### config.mk
export PLATFORM = sky130hd
export DESIGN_NAME = slt_ctrl
export DESIGN_NICKNAME = d
export VERILOG_FILES = /design/src/rtl/core/slt_pkg.sv /design/src/rtl/core/slt_ctrl.sv
export VERILOG_INCLUDE_DIRS = /design/src /design/src/rtl/core
export SDC_FILE = /design/constraint.sdc
export NUM_CORES = 1
export LEC_CHECK = 0
export BUFFER_PORTS_ARGS = -buffer_cell sky130_fd_sc_hd__buf_2
export CORE_AREA = 5 5 61 63
export DETAILED_ROUTE_END_ITERATION = 8
export DIE_AREA = 0 0 66 68
export PLACE_DENSITY = 0.67
export SLEW_MARGIN = 20
export SYNTH_ARGS = -nofsm -noshare
export SYNTH_HDL_FRONTEND = slang
export SYNTH_SLANG_ARGS = --single-unit
### constraint.sdc
create_clock -name clock -period 2 [get_ports clock]
set_input_delay 0.1 -clock clock [delete_from_list [all_inputs] [get_ports clock]]
set_output_delay 0.1 -clock clock [all_outputs]
set_load 0.005 [all_outputs]
### src/rtl/core/sorted_list_table_assert.svh
// Assertion macros for the sorted list table.
// Used by the controller and the top level; no other dependencies.
`ifndef SORTED_LIST_TABLE_ASSERT_SVH
`define SORTED_LIST_TABLE_ASSERT_SVH
`ifndef SYNTHESIS
`define SLT_ASSERT(label, clk, rst, prop, msg) \
   label: assert property (@(posedge clk) disable iff (rst) prop) else $error(msg);
`define SLT_ASSERT_NR(label, clk, prop, msg) \
   label: assert property (@(posedge clk) prop) else $error(msg);
`else
`define SLT_ASSERT(label, clk, rst, prop, msg)
`define SLT_ASSERT_NR(label, clk, prop, msg)
`endif
`endif

### src/rtl/core/slt_pkg.sv
// Shared types and codes for the sorted list table.
// No dependencies.
package slt_pkg;
   localparam logic [2:0] OP_APPEND = 3'd0;
   localparam logic [2:0] OP_SORT   = 3'd1;
   localparam logic [2:0] OP_TOGGLE = 3'd2;
   localparam logic [2:0] OP_DEDUP  = 3'd3;
   localparam logic [2:0] OP_READ   = 3'd4;

   localparam logic [1:0] ST_OK    = 2'd0;
   localparam logic [1:0] ST_FULL  = 2'd1;
   localparam logic [1:0] ST_RANGE = 2'd2;

   // datapath commands
   localparam logic [3:0] CMD_NONE    = 4'd0;
   localparam logic [3:0] CMD_LDOP    = 4'd1;  // latch request, i <- index
   localparam logic [3:0] CMD_RD_I    = 4'd2;  // ram read at i
   localparam logic [3:0] CMD_RD_J    = 4'd3;  // ram read at j-1
   localparam logic [3:0] CMD_SET_I   = 4'd4;  // i <- 0, j <- 0 (w)
   localparam logic [3:0] CMD_KEY     = 4'd5;  // key <- rdata, j <- i
   localparam logic [3:0] CMD_SHIFT   = 4'd6;  // mem[j] <- rdata, j--
   localparam logic [3:0] CMD_PUTKEY  = 4'd7;  // mem[j] <- key, i++
   localparam logic [3:0] CMD_COPY    = 4'd8;  // mem[j] <- rdata, j++, i++
   localparam logic [3:0] CMD_INC_I   = 4'd9;
   localparam logic [3:0] CMD_SETCNT  = 4'd10; // count <- j
   localparam logic [3:0] CMD_APPEND  = 4'd11; // mem[count] <- val, count++
   localparam logic [3:0] CMD_INS_BEG = 4'd12; // j <- count
   localparam logic [3:0] CMD_INS_END = 4'd13; // mem[j] <- val, count++
   localparam logic [3:0] CMD_CATCH   = 4'd14; // prev <- rdata, i++
   localparam logic [3:0] CMD_DONE    = 4'd15;

   typedef struct packed {
      logic [3:0] cmd;
   } ctl_type;

   typedef struct packed {
      logic [2:0] func;
      logic       full;     // count reaches depth
      logic       empty;
      logic       i_end;    // i >= count
      logic       j_zero;
      logic       j_at_i;   // j == i
      logic       gt_key;   // rdata > key (signed)
      logic       eq_val;   // rdata == value
      logic       eq_prev;  // rdata == prev
      logic       gt_val;   // rdata > value (signed)
      logic       in_range; // index < count
   } sts_type;
endpackage

### src/rtl/core/slt_ctrl.sv
// Controller of the sorted list table: sequences table walks.
// Depends on slt_pkg and sorted_list_table_assert.svh.
`include "sorted_list_table_assert.svh"
module slt_ctrl (
   input  logic             clock,
   input  logic             reset,
   input  logic             start,
   output logic             busy,
   input  slt_pkg::sts_type sts,
   output slt_pkg::ctl_type ctl,
   output logic             rsp_strobe,
   output logic             rsp_found,
   output logic [1:0]       rsp_status,
   output logic             rd_catch
);
   import slt_pkg::*;
   // state codes
   localparam logic [4:0] S_IDLE = 5'd0,  S_DISP = 5'd1,  S_SO_CHK = 5'd2,
                          S_SO_RK = 5'd3, S_SO_KW = 5'd4, S_SO_KEY = 5'd5,
                          S_SO_RJ = 5'd6, S_SO_JW = 5'd7, S_SO_CMP = 5'd8,
                          S_TG_RD = 5'd9, S_TG_W = 5'd10, S_TG_CMP = 5'd11,
                          S_DL_RD = 5'd12, S_DL_W = 5'd13, S_DL_CMP = 5'd14,
                          S_IN_RD = 5'd15, S_IN_W = 5'd16, S_IN_CMP = 5'd17,
                          S_IN_SH = 5'd18, S_IN_SW = 5'd19, S_IN_SP = 5'd20,
                          S_DD_RD = 5'd21, S_DD_W = 5'd22, S_DD_CMP = 5'd23,
                          S_RD_W = 5'd24, S_RD_C = 5'd25, S_RESP = 5'd26,
                          S_DD_GO = 5'd27, S_DD_F = 5'd28, S_DD_FW = 5'd29;

   logic [4:0] state_ff, state_in;
   logic       found_ff, found_in, dedup_ff, dedup_in;
   logic [1:0] stat_ff, stat_in;

   // next state and commands
   always_comb begin
      state_in = state_ff; found_in = found_ff; stat_in = stat_ff;
      dedup_in = dedup_ff; ctl.cmd = CMD_NONE;
      unique case (state_ff)
         S_IDLE: if (start) begin
            ctl.cmd = CMD_LDOP; found_in = 1'b0; stat_in = ST_OK;
            dedup_in = 1'b0; state_in = S_DISP;
         end
         S_DISP: begin
            priority case (sts.func)
               OP_APPEND: begin
                  if (sts.full) stat_in = ST_FULL;
                  else ctl.cmd = CMD_APPEND;
                  state_in = S_RESP;
               end
               OP_SORT: begin ctl.cmd = CMD_SET_I; state_in = S_SO_CHK; end
               OP_TOGGLE: begin ctl.cmd = CMD_SET_I; state_in = S_TG_RD; end
               OP_DEDUP: begin
                  ctl.cmd = CMD_SET_I; dedup_in = 1'b1;
                  state_in = sts.empty ? S_RESP : S_SO_CHK;
               end
               OP_READ: begin
                  if (sts.in_range) state_in = S_RD_W;
                  else begin stat_in = ST_RANGE; state_in = S_RESP; end
               end
               default: state_in = S_RESP;
            endcase
         end
         // insertion sort; i starts at 0 and 0 is trivially placed
         S_SO_CHK: begin
            if (sts.i_end) state_in = dedup_ff ? S_DD_GO : S_RESP;
            else begin ctl.cmd = CMD_RD_I; state_in = S_SO_KW; end
         end
         S_SO_KW:  state_in = S_SO_KEY;
         S_SO_KEY: begin ctl.cmd = CMD_KEY; state_in = S_SO_RJ; end
         S_SO_RJ: begin
            if (sts.j_zero) begin ctl.cmd = CMD_PUTKEY; state_in = S_SO_CHK; end
            else begin ctl.cmd = CMD_RD_J; state_in = S_SO_JW; end
         end
         // hold the read address at j-1 while the data arrives
         S_SO_JW:  begin ctl.cmd = CMD_RD_J; state_in = S_SO_CMP; end
         S_SO_CMP: begin
            if (sts.gt_key) begin ctl.cmd = CMD_SHIFT; state_in = S_SO_RJ; end
            else begin ctl.cmd = CMD_PUTKEY; state_in = S_SO_CHK; end
         end
         S_SO_RK: state_in = S_SO_CHK;
         // toggle: search for the value
         S_TG_RD: begin
            if (sts.i_end) begin
               if (sts.full) begin stat_in = ST_FULL; state_in = S_RESP; end
               else begin ctl.cmd = CMD_SET_I; state_in = S_IN_RD; end
            end else begin ctl.cmd = CMD_RD_I; state_in = S_TG_W; end
         end
         S_TG_W: state_in = S_TG_CMP;
         S_TG_CMP: begin
            if (sts.eq_val) begin
               found_in = 1'b1; ctl.cmd = CMD_SET_I; state_in = S_DL_RD;
            end else begin ctl.cmd = CMD_INC_I; state_in = S_TG_RD; end
         end
         // delete every copy, compacting
         S_DL_RD: begin
            if (sts.i_end) begin ctl.cmd = CMD_SETCNT; state_in = S_RESP; end
            else begin ctl.cmd = CMD_RD_I; state_in = S_DL_W; end
         end
         S_DL_W: state_in = S_DL_CMP;
         S_DL_CMP: begin
            if (!sts.eq_val) ctl.cmd = CMD_COPY;
            else ctl.cmd = CMD_INC_I;
            state_in = S_DL_RD;
         end
         // find the first entry greater than the value; i ends there
         S_IN_RD: begin
            if (sts.i_end) begin ctl.cmd = CMD_INS_BEG; state_in = S_IN_SH; end
            else begin ctl.cmd = CMD_RD_I; state_in = S_IN_W; end
         end
         S_IN_W: state_in = S_IN_CMP;
         S_IN_CMP: begin
            if (sts.gt_val) begin ctl.cmd = CMD_INS_BEG; state_in = S_IN_SH; end
            else begin ctl.cmd = CMD_INC_I; state_in = S_IN_RD; end
         end
         // shift up from the end down to i, then drop the value in at i
         S_IN_SH: begin
            if (sts.j_at_i) begin ctl.cmd = CMD_INS_END; state_in = S_RESP; end
            else begin ctl.cmd = CMD_RD_J; state_in = S_IN_SW; end
         end
         S_IN_SW: begin ctl.cmd = CMD_RD_J; state_in = S_IN_SP; end
         S_IN_SP: begin ctl.cmd = CMD_SHIFT; state_in = S_IN_SH; end
         // dedupe after sort: keep entry 0, then copy differing ones
         S_DD_GO: begin ctl.cmd = CMD_SET_I; state_in = S_DD_F; end
         S_DD_F:  begin ctl.cmd = CMD_RD_I; state_in = S_DD_FW; end
         S_DD_FW: state_in = S_DD_RD;
         S_DD_RD: begin
            // rdata holds entry 0 here: keep it in place
            ctl.cmd = CMD_COPY; state_in = S_DD_CMP;
         end
         S_DD_CMP: begin
            if (sts.i_end) begin ctl.cmd = CMD_SETCNT; state_in = S_RESP; end
            else begin ctl.cmd = CMD_RD_I; state_in = S_DD_W; end
         end
         S_DD_W: begin
            if (sts.eq_prev) ctl.cmd = CMD_INC_I;
            else ctl.cmd = CMD_COPY;
            state_in = S_DD_CMP;
         end
         S_RD_W: state_in = S_RD_C;
         S_RD_C: state_in = S_RESP;
         S_RESP: state_in = S_IDLE;
         default: state_in = S_IDLE;
      endcase
   end

   // hold state
   always_ff @(posedge clock) begin
      if (reset) begin
         state_ff <= S_IDLE; found_ff <= 1'b0; stat_ff <= ST_OK; dedup_ff <= 1'b0;
      end else begin
         state_ff <= state_in; found_ff <= found_in;
         stat_ff <= stat_in; dedup_ff <= dedup_in;
      end
   end

   assign busy       = (state_ff != S_IDLE);
   assign rsp_strobe = (state_ff == S_RESP);
   assign rsp_found  = found_ff;
   assign rsp_status = stat_ff;
   assign rd_catch   = (state_ff == S_RD_C);

   `SLT_ASSERT(a_strobe_ends, clock, reset, rsp_strobe |=> !busy, "strobe not followed by idle")
   `SLT_ASSERT(a_start_busy, clock, reset, (start && !busy) |=> busy, "transfer not taken")
   `SLT_ASSERT(a_range_rd, clock, reset, rd_catch |-> stat_ff == ST_OK, "read with bad status")
endmodule

==> impl_metrics.json <==
{
  "place.gp.congestion": 0.943,
  "nNetsFinal": 241,
  "antenna_found_initial": 0,
  "fin_setup_tns_ns": 0,
  "top_layer": "met4",
  "yosys.area_share.adder": 0.00812,
  "ctsHoldBuffers": 0,
  "hpwl_um": 3360,
  "clk_root_buffer_cell": "clkbuf_4",
  "die_area_mm2": 0.00449,
  "synth-main-ff-cell": "dfxtp_1",
  "synth-edff-count": 0,
  "fin_crit_sh": 0.978,
  "htreeDepth": 1,
  "path_clk_slew_ns": 0.06,
  "ir_worst_vdd_mv": 0.637,
  "cp.buffers_inverters": 2,
  "slowest_delay_ns": 0.50,
  "whs_ns": 0.101,
  "drtPass1Iterations": 5,
  "grt_use_total": 0.210,
  "met1_length_um": 1940,
  "end_kind": "output pin",
  "async_reset_ff_frac": 0,
  "crit_type": "reg2out",
  "cts_sinks": 9,
  "routed_via_density": 6.33,
  "diodes": 0,
  "grt_overflow_total": 0,
  "synth_area_mm2": 0.00139,
  "drt_iter0_drc": 209,
  "crit_family": "simple AND/OR/NAND/NOR gates",
  "synth.distinct_cells": 65,
  "yosysWarnings": 0,
  "coreArea_mm2": 0.00318,
  "holdCritPathClass": "in2reg",
  "synthToLayoutAreaGrowth_pct": 23.5,
  "place_ws_ns": 0.191,
  "arrival_ns": 1.86,
  "start_util": 0.436,
  "cts_buffers": 3,
  "fin_skew_ns": 0.00766,
  "synth_area_leaders": "dfxtp_1, nor2_1, nand2_1, nand2b_1, buf_2",
  "timing.final.ws_setup_ns": 0.0450,
  "yosysMostFrequentCell": "nor2_1",
  "path_cells": "buf_12 -> and4b_1 -> a32o_2 -> or4_4 -> buf_2",
  "cp_max_fo": 12,
  "synthXorXnorAreaFrac": 0.0126,
  "cts_tree": "yes",
  "cp_data_required_time_ns": 1.90,
  "drcViolationCount": 0,
  "ys_top_cells_by_count": "nor2_1, nand2_1, buf_2",
  "synth-compound-area-share": 0.333,
  "synth_cells": 193,
  "final_antenna_net_count": 0,
  "pin_count": 26,
  "p_per_area_mw_per_mm2": 1200,
  "maxCapViolations": 0,
  "ys_seq_elements": 9,
  "synth.avg_cell_area_um2": 7.18,
  "fmax_mhz": 512,
  "synth.net_count": 209,
  "grt_max_degree": 29,
  "critPathSlowestCell": "or4_4",
  "leakage_nw": 0.707,
  "yosys.area_share.simple": 0.393,
  "fill_cells": 312,
  "clk_latency_ns": 0.27,
  "netlist.area_leader.share": 0.130,
  "die_y_um": 68,
  "met2_length_um": 2180,
  "yosysSeqAreaShare": 0.130,
  "status": "complete, no violations",
  "final_hold_viol_count": 0,
  "muxShareOfSynthArea": 0.0144,
  "grt_pass1_vias": 1499,
  "rows": 21,
  "drive_gt1_frac": 0.308,
  "die_x_um": 66,
  "slew_viol_final": 0,
  "setup_violations": 0,
  "portBuffers": 25,
  "synth_top_family_by_area": "simple AND/OR/NAND/NOR gates",
  "period_minus_slack_ns": 1.96,
  "slew_headroom": 0.639,
  "wl_per_cell_um": 17.6,
  "wl_met3_um": 510,
  "wirelength_um": 4760,
  "vias": 1710,
  "synth.largest_area_cell": "dfxtp_1",
  "tightestPinTransition_ns": 0.528,
  "cp-start-kind": "flop",
  "grt_pass1_wl_um": 7240,
  "final_util": 0.538,
  "clk_path_buf_depth": 2
}
[cell families after synthesis]
| kind of cell | count (synthesis) |
|---|---|
| flops | 9 |
| fa+ha+maj | 1 |
| buf+inv | 25 |
| simple gates | 93 |
| xor+xnor | 2 |
| compound gates | 61 |
| mux | 2 |
[cell usage in the layout (no fill, tap or decap), drive strengths merged, types with 3 or more instances in the layout]
cell type | netlist | routed
inv | 4 | 4
nand2b | 9 | 9
and2 | 3 | 3
o22ai | 4 | 4
o21ai | 6 | 6
nand3 | 4 | 4
dfxtp | 9 | 9
o211a | 3 | 3
a31oi | 5 | 5
buf | 18 | 45
nor2 | 21 | 21
nor3 | 7 | 7
nor2b | 4 | 4
nand2 | 17 | 17
nand3b | 4 | 4
clkbuf | 2 | 6
a21oi | 9 | 9
nor4 | 8 | 8
[where the power goes]
group          internal, mW  switching [mW]  total, mW
registers             0.236          0.0938      0.330
clock network        0.0771          0.0676      0.145
logic                 0.720           0.857       1.58
[through the flow]
| stage | area (um^2) | total power, mW | instances |
|---|---|---|---|
| floorplan | 1390 | 1.36 | 193 |
| global placement | 1600 | 1.73 | 262 |
| detailed placement | 1600 | 1.74 | 262 |
| CTS | 1630 | 1.90 | 266 |
| global route | 1710 | 2.21 | 270 |
| finish | 1710 | 2.05 | 270 |
[metal layers]
layer  vias to the layer above  global-route usage
met5                         -                   0
met4                         0              0.0939
met3                        15              0.0443
met2                       109               0.322
li1                        801                   -
met1                       785               0.281
[timing repair]
action,CTS,global route
cloned,0,2
gates resized for setup,4,7
setup buffers,0,2
endpoints found under the setup margin,3,2
[worst register-to-register path, cell delays in order (launching register included)]
cell,delay [ns]
dfxtp_2,0.45
buf_4,0.19
buf_4,0.18
nand2_1,0.09
nor4b_1,0.16
nor4_2,0.29
a31oi_1,0.18
[area by class of cell]
type,count,area (um^2),area share
inverter,5,18.8,0.0110
multi-input combinational,159,1070,0.624
tap,46,57.6,0.0336
timing repair buffer,47,350,0.205
clock buffer,4,26.3,0.0154
sequential,9,191,0.112
[worst paths after layout]
path	depth (start not counted)	end	slack [ns]	from
setup / recovery	5	ctl[3]	0.04	state_ff[0]$_SDFFE_PP0P_
hold / removal	2	state_ff[3]$_SDFFE_PP0P_	0.10	reset
setup reg to reg	6	state_ff[2]$_SDFFE_PP0P_	0.32	state_ff[1]$_SDFFE_PP0P_
hold reg to reg	2	rsp_status[1]$_SDFFE_PP0P_	0.47	rsp_status[1]$_SDFFE_PP0P_
[state kept, by name (all words and copies together), names as in the netlist]
register    cells
dedup_ff        1
rsp_found       1
rsp_status      2
state_ff        5
Note: power is estimated with default switching activity, not from simulation.
